`src/rtl/sgnms_pkg.sv`:
```
package sgnms_pkg;

  localparam int PIX_W = 8;
  localparam int MAG_W = 8;
  localparam int DIR_W = 2;
  // Largest Sobel term is 4 * 255, so the absolute gradient fits in 10 bits.
  localparam int ABS_W = 10;
  localparam int SQ_W  = 21;

  localparam logic [63:0] TAN22_Q40 = 64'h6A09E667F4;

  typedef enum logic [1:0] {
    REG_IMAGE_WIDTH     = 2'd0,
    REG_IMAGE_HEIGHT    = 2'd1,
    REG_UPPER_THRESHOLD = 2'd2,
    REG_LOWER_THRESHOLD = 2'd3
  } cfg_reg_t;

  typedef enum logic [1:0] {
    DIR_0   = 2'd0,
    DIR_45  = 2'd1,
    DIR_90  = 2'd2,
    DIR_135 = 2'd3
  } dir_code_t;

  typedef struct packed {
    logic [DIR_W-1:0] dir;
    logic [MAG_W-1:0] mag;
  } grad_t;

  // Window indexed [row][column]; row 0 is the oldest line, column 0 the oldest pixel.
  typedef logic [2:0][2:0][PIX_W-1:0] pix_win_t;
  typedef grad_t [2:0][2:0] grad_win_t;

  typedef enum logic [2:0] {
    ST_IDLE,
    ST_READ,
    ST_START,
    ST_GRAD,
    ST_STORE,
    ST_OUT
  } state_t;

  typedef enum logic [2:0] {
    G_IDLE,
    G_MUL,
    G_DIR,
    G_ROOT,
    G_DONE
  } gstate_t;

endpackage

```
`src/rtl/sgnms_grad.sv`:
```
module sgnms_grad import sgnms_pkg::*; #(
  parameter int TAN_FRAC_BITS = 16
) (
  input  logic     clk,
  input  logic     rst,
  input  logic     start,
  input  pix_win_t win,
  output logic     done,
  output grad_t    grad
);

  localparam int TW = TAN_FRAC_BITS + 2;
  localparam int PW = TW + ABS_W;
  localparam logic [63:0] T22_FULL =
    (TAN22_Q40 + (64'd1 << (39 - TAN_FRAC_BITS))) >> (40 - TAN_FRAC_BITS);
  localparam logic [TW-1:0] T22 = T22_FULL[TW-1:0];
  localparam logic [TW-1:0] T67 = TW'(T22_FULL + (64'd2 << TAN_FRAC_BITS));

  gstate_t state, state_next;

  logic [ABS_W-1:0] left, right, top, bottom;
  logic signed [ABS_W:0] gx_c, gy_c;
  logic [ABS_W-1:0] ax_c, ay_c;

  logic [ABS_W-1:0] ax, ay;
  logic             gx_pos, gy_pos;
  logic [SQ_W-1:0]  sq;
  logic [PW-1:0]    p22, p67, lhs;
  logic [DIR_W-1:0] dir;
  logic [MAG_W-1:0] root;
  logic [2:0]       bit_idx;
  logic [MAG_W-1:0] cand;
  logic [2*MAG_W-1:0] cand_sq;

  always_comb begin
    left   = ABS_W'(win[0][0]) + ABS_W'({win[1][0], 1'b0}) + ABS_W'(win[2][0]);
    right  = ABS_W'(win[0][2]) + ABS_W'({win[1][2], 1'b0}) + ABS_W'(win[2][2]);
    top    = ABS_W'(win[0][0]) + ABS_W'({win[0][1], 1'b0}) + ABS_W'(win[0][2]);
    bottom = ABS_W'(win[2][0]) + ABS_W'({win[2][1], 1'b0}) + ABS_W'(win[2][2]);
    gx_c = $signed({1'b0, right}) - $signed({1'b0, left});
    gy_c = $signed({1'b0, top}) - $signed({1'b0, bottom});
    ax_c = gx_c[ABS_W] ? ABS_W'(-gx_c) : gx_c[ABS_W-1:0];
    ay_c = gy_c[ABS_W] ? ABS_W'(-gy_c) : gy_c[ABS_W-1:0];
    cand    = root | (MAG_W'(1) << bit_idx);
    cand_sq = cand * cand;
  end

  always_ff @(posedge clk) begin
    if (rst) begin
      state <= G_IDLE;
    end else begin
      state <= state_next;
    end
  end

  always_comb begin
    state_next = state;
    done       = 1'b0;
    case (state)
      G_IDLE: begin
        if (start) begin
          state_next = G_MUL;
        end
      end
      G_MUL:  state_next = G_DIR;
      G_DIR:  state_next = G_ROOT;
      G_ROOT: begin
        if (bit_idx == 3'd0) begin
          state_next = G_DONE;
        end
      end
      G_DONE: begin
        done       = 1'b1;
        state_next = G_IDLE;
      end
      default: state_next = G_IDLE;
    endcase
  end

  always_ff @(posedge clk) begin
    case (state)
      G_IDLE: begin
        if (start) begin
          ax     <= ax_c;
          ay     <= ay_c;
          gx_pos <= !gx_c[ABS_W] && (gx_c != '0);
          gy_pos <= !gy_c[ABS_W] && (gy_c != '0);
        end
      end
      G_MUL: begin
        sq  <= SQ_W'(ax * ax) + SQ_W'(ay * ay);
        p22 <= PW'(ax) * PW'(T22);
        p67 <= PW'(ax) * PW'(T67);
        lhs <= PW'(ay) << TAN_FRAC_BITS;
      end
      G_DIR: begin
        if (lhs <= p22) begin
          dir <= DIR_0;
        end else if (lhs >= p67) begin
          dir <= DIR_90;
        end else if (gx_pos == gy_pos) begin
          dir <= DIR_45;
        end else begin
          dir <= DIR_135;
        end
        root    <= '0;
        bit_idx <= 3'd7;
      end
      G_ROOT: begin
        if (SQ_W'(cand_sq) <= sq) begin
          root <= cand;
        end
        bit_idx <= bit_idx - 3'd1;
      end
      default: begin
      end
    endcase
  end

  // Sums of squares of 65536 and above saturate the magnitude.
  assign grad.mag = (sq[SQ_W-1:16] != '0) ? '1 : root;
  assign grad.dir = dir;

endmodule

```
`config.mk`:
```
export PLATFORM = sky130hd
export DESIGN_NAME = sgnms_grad
export DESIGN_NICKNAME = d
export VERILOG_FILES = /design/src/rtl/sgnms_pkg.sv /design/src/rtl/sgnms_grad.sv
export SDC_FILE = /design/constraint.sdc
export NUM_CORES = 1
export LEC_CHECK = 0
export BUFFER_PORTS_ARGS = -buffer_cell sky130_fd_sc_hd__buf_2
export CELL_PAD_IN_SITES_DETAIL_PLACEMENT = 0
export CELL_PAD_IN_SITES_GLOBAL_PLACEMENT = 1
export CORE_MARGIN = 2
export CORE_UTILIZATION = 38
export DETAILED_ROUTE_END_ITERATION = 10
export PLACE_DENSITY = 0.69
export SETUP_SLACK_MARGIN = 0.02
export SYNTH_ARGS = -nofsm -noshare
export SYNTH_HDL_FRONTEND = slang
export SYNTH_SLANG_ARGS = --single-unit
export TNS_END_PERCENT = 1
```
`constraint.sdc`:
```
create_clock -name clk -period 8.4 [get_ports clk]
set_input_delay 1.26 -clock clk [delete_from_list [all_inputs] [get_ports clk]]
set_output_delay 1.26 -clock clk [all_outputs]
set_load 0.02 [all_outputs]
```
==> Word level (Yosys, flattened, before mapping) <==
Index checks and enable logic that the tools add are counted.
{ "classes": {"add_sub_neg": 14, "multipliers": 5, "n_lt_le_gt_ge": 3, "n_eq_ne": 8, "shift": 1, "mux": 12, "n_bitwise": 1, "reduce_logical": 14} }
{ "op_table": {"columns": ["operator", "n"], "rows": [
  ["10-bit by 8-bit adder with 10-bit output", 4],
  ["8-bit by 9-bit adder with 10-bit output", 4],
  ["10-bit by 10-bit multiplier with 20-bit output", 2],
  ["26-bit by 28-bit >= comparator with 1-bit output", 1],
  ["10-bit by 17-bit multiplier with 27-bit output, second input constant", 1],
  ["26-bit by 25-bit less-or-equal comparator with 1-bit output", 1],
  ["10-bit by 14-bit multiplier with 24-bit output, second input constant", 1],
  ["11-bit nonzero test", 2],
  ["10-bit by 10-bit subtractor with 11-bit output", 2],
  ["20-bit by 20-bit adder with 21-bit output", 1],
  ["16-bit by 21-bit less-or-equal comparator with 1-bit output", 1],
  ["10-bit 2-to-1 mux", 2],
  ["10-bit negation", 2],
  ["8-bit by 8-bit multiplier with 16-bit output", 1],
  ["8-bit 2-to-1 mux", 2],
  ["8-bit case mux with 2 select lines", 1],
  ["3-bit case mux with 4 select lines", 1],
  ["8-bit bitwise OR", 1],
  ["1-bit by 3-bit << shifter with 8-bit output, first input constant", 1],
  ["3-bit by 2-bit == test with 1-bit output, second input constant", 2],
  ["3-bit logical NOT", 2],
  ["3-bit 2-to-1 mux", 2],
  ["2-bit != test, second input constant", 3],
  ["3-bit case mux with 2 select lines", 1],
  ["12 further kinds", 17]
]} }
{ "word_totals": {"reg_bits": 120, "inputBits": 75, "out_inout_bits": 11} }

==> Depth between registers and ports, before layout <==
{ "logic_depth": {"ltp_word": 6, "mapped_depth": 28} }

==> Worst setup path after synthesis <==
Ideal clock, no wire load.
{ "synth_timing": {"kind": "flip-flop to flip-flop", "start": "register bit_idx[0]", "end": "register root[0] (enable)", "setup_time_ns": 0.378, "t_arrival_ns": 5.914, "required_time_ns": 8.022, "slack_ns": 2.108, "path_stages_with_launch": 26, "period_less_slack_ns": 6.292, "cell_sequence": "edfxtp_1 inv_1 ha_1 nor2b_1 nor2_1 or2_2 fa_1 inv_1 fa_1 ha_1 inv_1 fa_1 inv_1 ha_1 nor2b_1 o31a_1 o211ai_1 a21oi_1 a2111oi_2 a21oi_1 xor2_1 ha_1 nand3_1 nor2_1 nand3_1 a41oi_1"} }
{ "synth_via": {"elab_chain_len": 6} }
{ "synth_rtl": {"columns": ["element", "line_no", "source"], "rows": [
  ["start: declaration", "sgnms_grad.sv:31", "logic [2:0] bit_idx;"],
  ["start signal: assignment", "sgnms_grad.sv:113", "bit_idx <= bit_idx - 3'd1;"],
  ["1-bit by 3-bit << shifter with 8-bit output", "sgnms_grad.sv:44", "cand = root | (MAG_W'(1) << bit_idx);"],
  ["8-bit bitwise OR", "sgnms_grad.sv:44", null],
  ["8-bit by 8-bit multiplier with 16-bit output", "sgnms_grad.sv:45", "cand_sq = cand * cand;"],
  ["16-bit by 21-bit less-or-equal comparator with 1-bit output", "sgnms_grad.sv:110", "if (SQ_W'(cand_sq) <= sq) begin"],
  ["2-bit != test (no source line)", null, null],
  ["2-bit AND reduction (no source line)", null, null],
  ["end signal: assignment", "sgnms_grad.sv:111", "root <= cand;"],
  ["end: declaration", "sgnms_grad.sv:30", "logic [MAG_W-1:0] root;"]
]} }
No other way between the ends.
A chain may end at the register's enable or synchronous reset.

==> Worst setup path in the final report <==
Ends and elaborated chain as after synthesis.

==> reports/results.txt <==
The run finished with clean final reports. The worst setup path is launched from a register. After detailed placement, the total cell area comes to 0.0182 mm^2.

The tools report the remaining antenna violation count as 0. The critical path contains buffers and inverters numbering 2 combined. The total stage count of the critical path is 23. The period utilization was 0.854; the unique cell type count in the Yosys netlist was 70. The die is 216 um wide.

Routability-driven placement finished with a final weighted congestion of 0.819. From bottom edge to top edge, the die measures 216 um. The gate count after technology mapping is 1685, and the arrival time of the worst setup path is 7.17 ns. The fraction of the yosys area taken by sequential cells is 0.182. In this run the worst hold path is classified as register to register. For this run, the detailed router's first-pass iteration total came to 4. Category of cells accounting for the largest share of critical-path delay: adder cells.

The shortest period the worst path allows works out to 7.17 ns. In this run, the number of DRC markers left after iteration 0 of detailed routing was 397. The total DRC errors in the routed layout is 0, and the clock-pin slew of the registers on the worst-case setup and hold paths is 0.08 ns. The share of synthesized flip-flops with an asynchronous set or reset came out at 0. The synthesized design contains 104 register bits. The worst setup path is captured at a register. The most common library cell in the layout ignoring fill and taps was sky130_fd_sc_hd__inv_1. Overall die area: 0.0466 mm^2.

For the met3 wirelength from detailed routing, the log shows 1050 um. The run gives 77 as the count of standard-cell rows. Of all nets on the critical path, the largest fanout is 10.

The via count of the first global-routing pass is 12200, and the longest individual stage delay on the worst path is 0.79 ns. The tools report the sum of met2 wire segment lengths after detailed routing as 16800 um. The signal on the critical path passes through inv_1, ha_1, nor2b_1, nor2_1, nor2_1, fa_1, xor2_1, xnor2_1, fa_1, fa_1, inv_1, ha_1, o21a_1, o31a_1, o211ai_1, a21oi_1, a2111oi_2, a21oi_1, xor2_1, ha_1, a21oi_1, o21ai_0, a41oi_1.

The final hold violation count was 0. No sink is reached through more buffers than the 2 on the longest clock path. After global routing the overflow that remains totals 0. Clock tree synthesis inserted a total of 9 buffers. The logs give 0.0124 mm^2 for the area used by multi-input combinational logic and 34600 um for the total wirelength of the detailed-routed design.

The share of cells above drive strength 1 came out at 0.0729. Input and output buffers added on the ports amount to 77. For the count of final max-slew check failures, the log shows 0. The largest net degree at the start of global routing came out at 67. The clock latency on the worst-skew pair came out at 0.37 ns.

The number of flops mapped to enable cells by yosys works out to 101. The run gives 0 as the number of max-capacitance violations reported. The tools report the cts-stage hold buffer count as 0.

The initial antenna violation count was 0. Clock tree synthesis selected as its root buffer the cell sky130_fd_sc_hd__clkbuf_16. The worst hold path cell count is 1. The run gives 0.395 as the tightest slew margin relative to the limit. Post-CTS repair changed the size of 0 cells. Among all flip-flop cells after synthesis, the most frequent one is sky130_fd_sc_hd__edfxtp_1. Each instance of the synthesized netlist takes up on average 10.1 um^2. The combined global-route utilization of all metal layers is 0.160. After routing the design area is 0.0185 mm^2. Registers take 0.00309 mm^2. The run gives 0.0442 mm^2 as the area of the placeable core. Once the clock tree was built, the setup fixing pass inserted 0 buffers. The run gives 29900 um as the HPWL reported at the end of detailed placement. The detailed router used layers up to and including met4. Post-synthesis instance area: 0.0170 mm^2. The number of cells on the worst reg-to-reg path is 23.

After filler insertion, the fill cell instance count of the layout stands at 4274. TritonCTS built the clock tree. The final clock skew is 0.00854 ns. The run gives 0.385 as the initial cell density of the core. Leaving out fill and tap cells, the most frequent cells in the layout are 386 x sky130_fd_sc_hd__inv_1, 285 x sky130_fd_sc_hd__ha_1, 242 x sky130_fd_sc_hd__fa_1. At the end of the flow, the number of nets in the layout was 2366.

For this block, the via count after detailed routing is 11500. The number of nets in the synthesized netlist is 2287. The worst-path cell with the longest stage delay is sky130_fd_sc_hd__a41oi_1. The run gives 0 ns as the total negative slack. For the final setup violation count, the log shows 0. CTS saw 104 sinks. The number of top-level pins is 86, and the routed wirelength normalized by instance count is 14.7 um. The worst setup path is of the register to register kind. Timing would allow up to 139 MHz. The number of warnings reported in the yosys synthesis log is 0, and the worst-margin pin slew is 0.895 ns. The post-route met1 wirelength came out at 16100 um.

Setup repair after global routing left no endpoint under its margin. The H-tree depth reported by CTS came out at 3. The area added between synthesis and finish works out to 8.69%. The tools report the critical path data required time as 8.40 ns. Hold is met by 0.567 ns. The first global-routing pass estimated 59600 um of wire.

Vias per cell: 4.86.
==> worst reg2reg max path, cell delays in order (launching register included) <==
cell and delay [ns]:
sky130_fd_sc_hd__edfxtp_1 0.41, sky130_fd_sc_hd__inv_1 0.10, sky130_fd_sc_hd__ha_1 0.23, sky130_fd_sc_hd__nor2b_1 0.18, sky130_fd_sc_hd__nor2_1 0.55, sky130_fd_sc_hd__nor2_1 0.24, sky130_fd_sc_hd__fa_1 0.58, sky130_fd_sc_hd__xor2_1 0.18
sky130_fd_sc_hd__xnor2_1 0.11, sky130_fd_sc_hd__fa_1 0.51, sky130_fd_sc_hd__fa_1 0.54, sky130_fd_sc_hd__inv_1 0.04, sky130_fd_sc_hd__ha_1 0.33, sky130_fd_sc_hd__o21a_1 0.12, sky130_fd_sc_hd__o31a_1 0.13, sky130_fd_sc_hd__o211ai_1 0.23
sky130_fd_sc_hd__a21oi_1 0.12, sky130_fd_sc_hd__a2111oi_2 0.45, sky130_fd_sc_hd__a21oi_1 0.15, sky130_fd_sc_hd__xor2_1 0.18, sky130_fd_sc_hd__ha_1 0.29, sky130_fd_sc_hd__a21oi_1 0.19, sky130_fd_sc_hd__o21ai_0 0.16, sky130_fd_sc_hd__a41oi_1 0.79
==> state kept, by name, summed over array words and instances (netlist names) <==
register  cells
dir           2
bit_idx       3
gx_pos        1
p67          27
ay           10
root          8
p22           8
ax           10
gy_pos        1
state         3
lhs          10
sq           21
==> per-stage QoR <==
step | util | std cells | setup slack, ns
floorplan | - | 1685 | 2.11
global placement | 0.411 | 2345 | 1.32
detailed placement | 0.411 | 2345 | 1.17
CTS | 0.419 | 2361 | 1.15
global route | 0.419 | 2361 | 0.537
finish | 0.419 | 2362 | 1.23
==> routing by layer <==
| metal | GRT usage | up-vias |
|---|---|---|
| li1 | - | 5655 |
| met1 | 0.213 | 5607 |
| met2 | 0.277 | 175 |
| met3 | 0.0169 | 34 |
| met4 | 0.0432 | 0 |
| met5 | 0 | - |
==> Yosys cell counts (4+ instances only) <==
library cell,number,area [um^2]
sky130_fd_sc_hd__a31oi_1,10,62.6
sky130_fd_sc_hd__inv_1,386,1450
sky130_fd_sc_hd__o211ai_1,5,37.5
sky130_fd_sc_hd__and2_1,39,244
sky130_fd_sc_hd__or2_2,9,56.3
sky130_fd_sc_hd__or3_1,14,87.6
sky130_fd_sc_hd__nor2b_1,10,62.6
sky130_fd_sc_hd__a21o_1,31,233
sky130_fd_sc_hd__o21a_1,11,82.6
sky130_fd_sc_hd__nor2_1,82,308
sky130_fd_sc_hd__nor3_1,14,70.1
sky130_fd_sc_hd__o21ai_0,41,205
sky130_fd_sc_hd__o31ai_1,4,30.0
sky130_fd_sc_hd__xor2_1,32,280
sky130_fd_sc_hd__nor4_1,8,50.1
sky130_fd_sc_hd__xnor2_1,69,604
sky130_fd_sc_hd__nand3_1,13,65.1
sky130_fd_sc_hd__clkbuf_1,18,67.6
sky130_fd_sc_hd__a211oi_1,11,82.6
sky130_fd_sc_hd__and3_1,10,62.6
sky130_fd_sc_hd__nand2_1,76,285
sky130_fd_sc_hd__o21bai_1,11,82.6
sky130_fd_sc_hd__nand4_1,4,25.0
sky130_fd_sc_hd__edfxtp_1,101,3030
sky130_fd_sc_hd__ha_1,285,3570
sky130_fd_sc_hd__nand2b_1,9,56.3
sky130_fd_sc_hd__fa_1,242,4840
sky130_fd_sc_hd__a211o_1,7,61.3
sky130_fd_sc_hd__a21oi_1,69,345
==> cell type report <==
| class | count | share of cell area |
|---|---|---|
| clock inverter | 7 | 0.00608 |
| tap | 592 | 0.0400 |
| timing repair buffer | 88 | 0.0253 |
| clock buffer | 9 | 0.0122 |
| antenna | 1 | 0.000135 |
| multi-input combinational | 1175 | 0.671 |
| inverter | 386 | 0.0782 |
| sequential | 104 | 0.167 |
==> cell families (layout without fill, tap and decap cells) <==
group / after synthesis / after routing / share of synthesized area
AO/OA/AOI/OAI: 235 / 235 / 0.0906
AND/OR/NAND/NOR: 310 / 310 / 0.0915
other: 0 / 1 / 0
XOR/XNOR: 101 / 101 / 0.0519
buffers and inverters: 406 / 490 / 0.0897
flip-flops: 104 / 104 / 0.182
multiplexers: 2 / 2 / 0.00125
adder cells (fa/ha/maj): 527 / 527 / 0.494
==> path summary, 6_finish.rpt <==
kind / from / to / slack (ns)
max: bit_idx[0] / root[0] / 1.23
min: state[2] / state[0] / 0.57
max reg2reg: bit_idx[0] / root[0] / 1.23
min reg2reg: state[2] / state[0] / 0.57
Power is left out: the tool's default activity adds up to more than one toggle a clock period on the data nets, which glitch-free logic cannot reach.
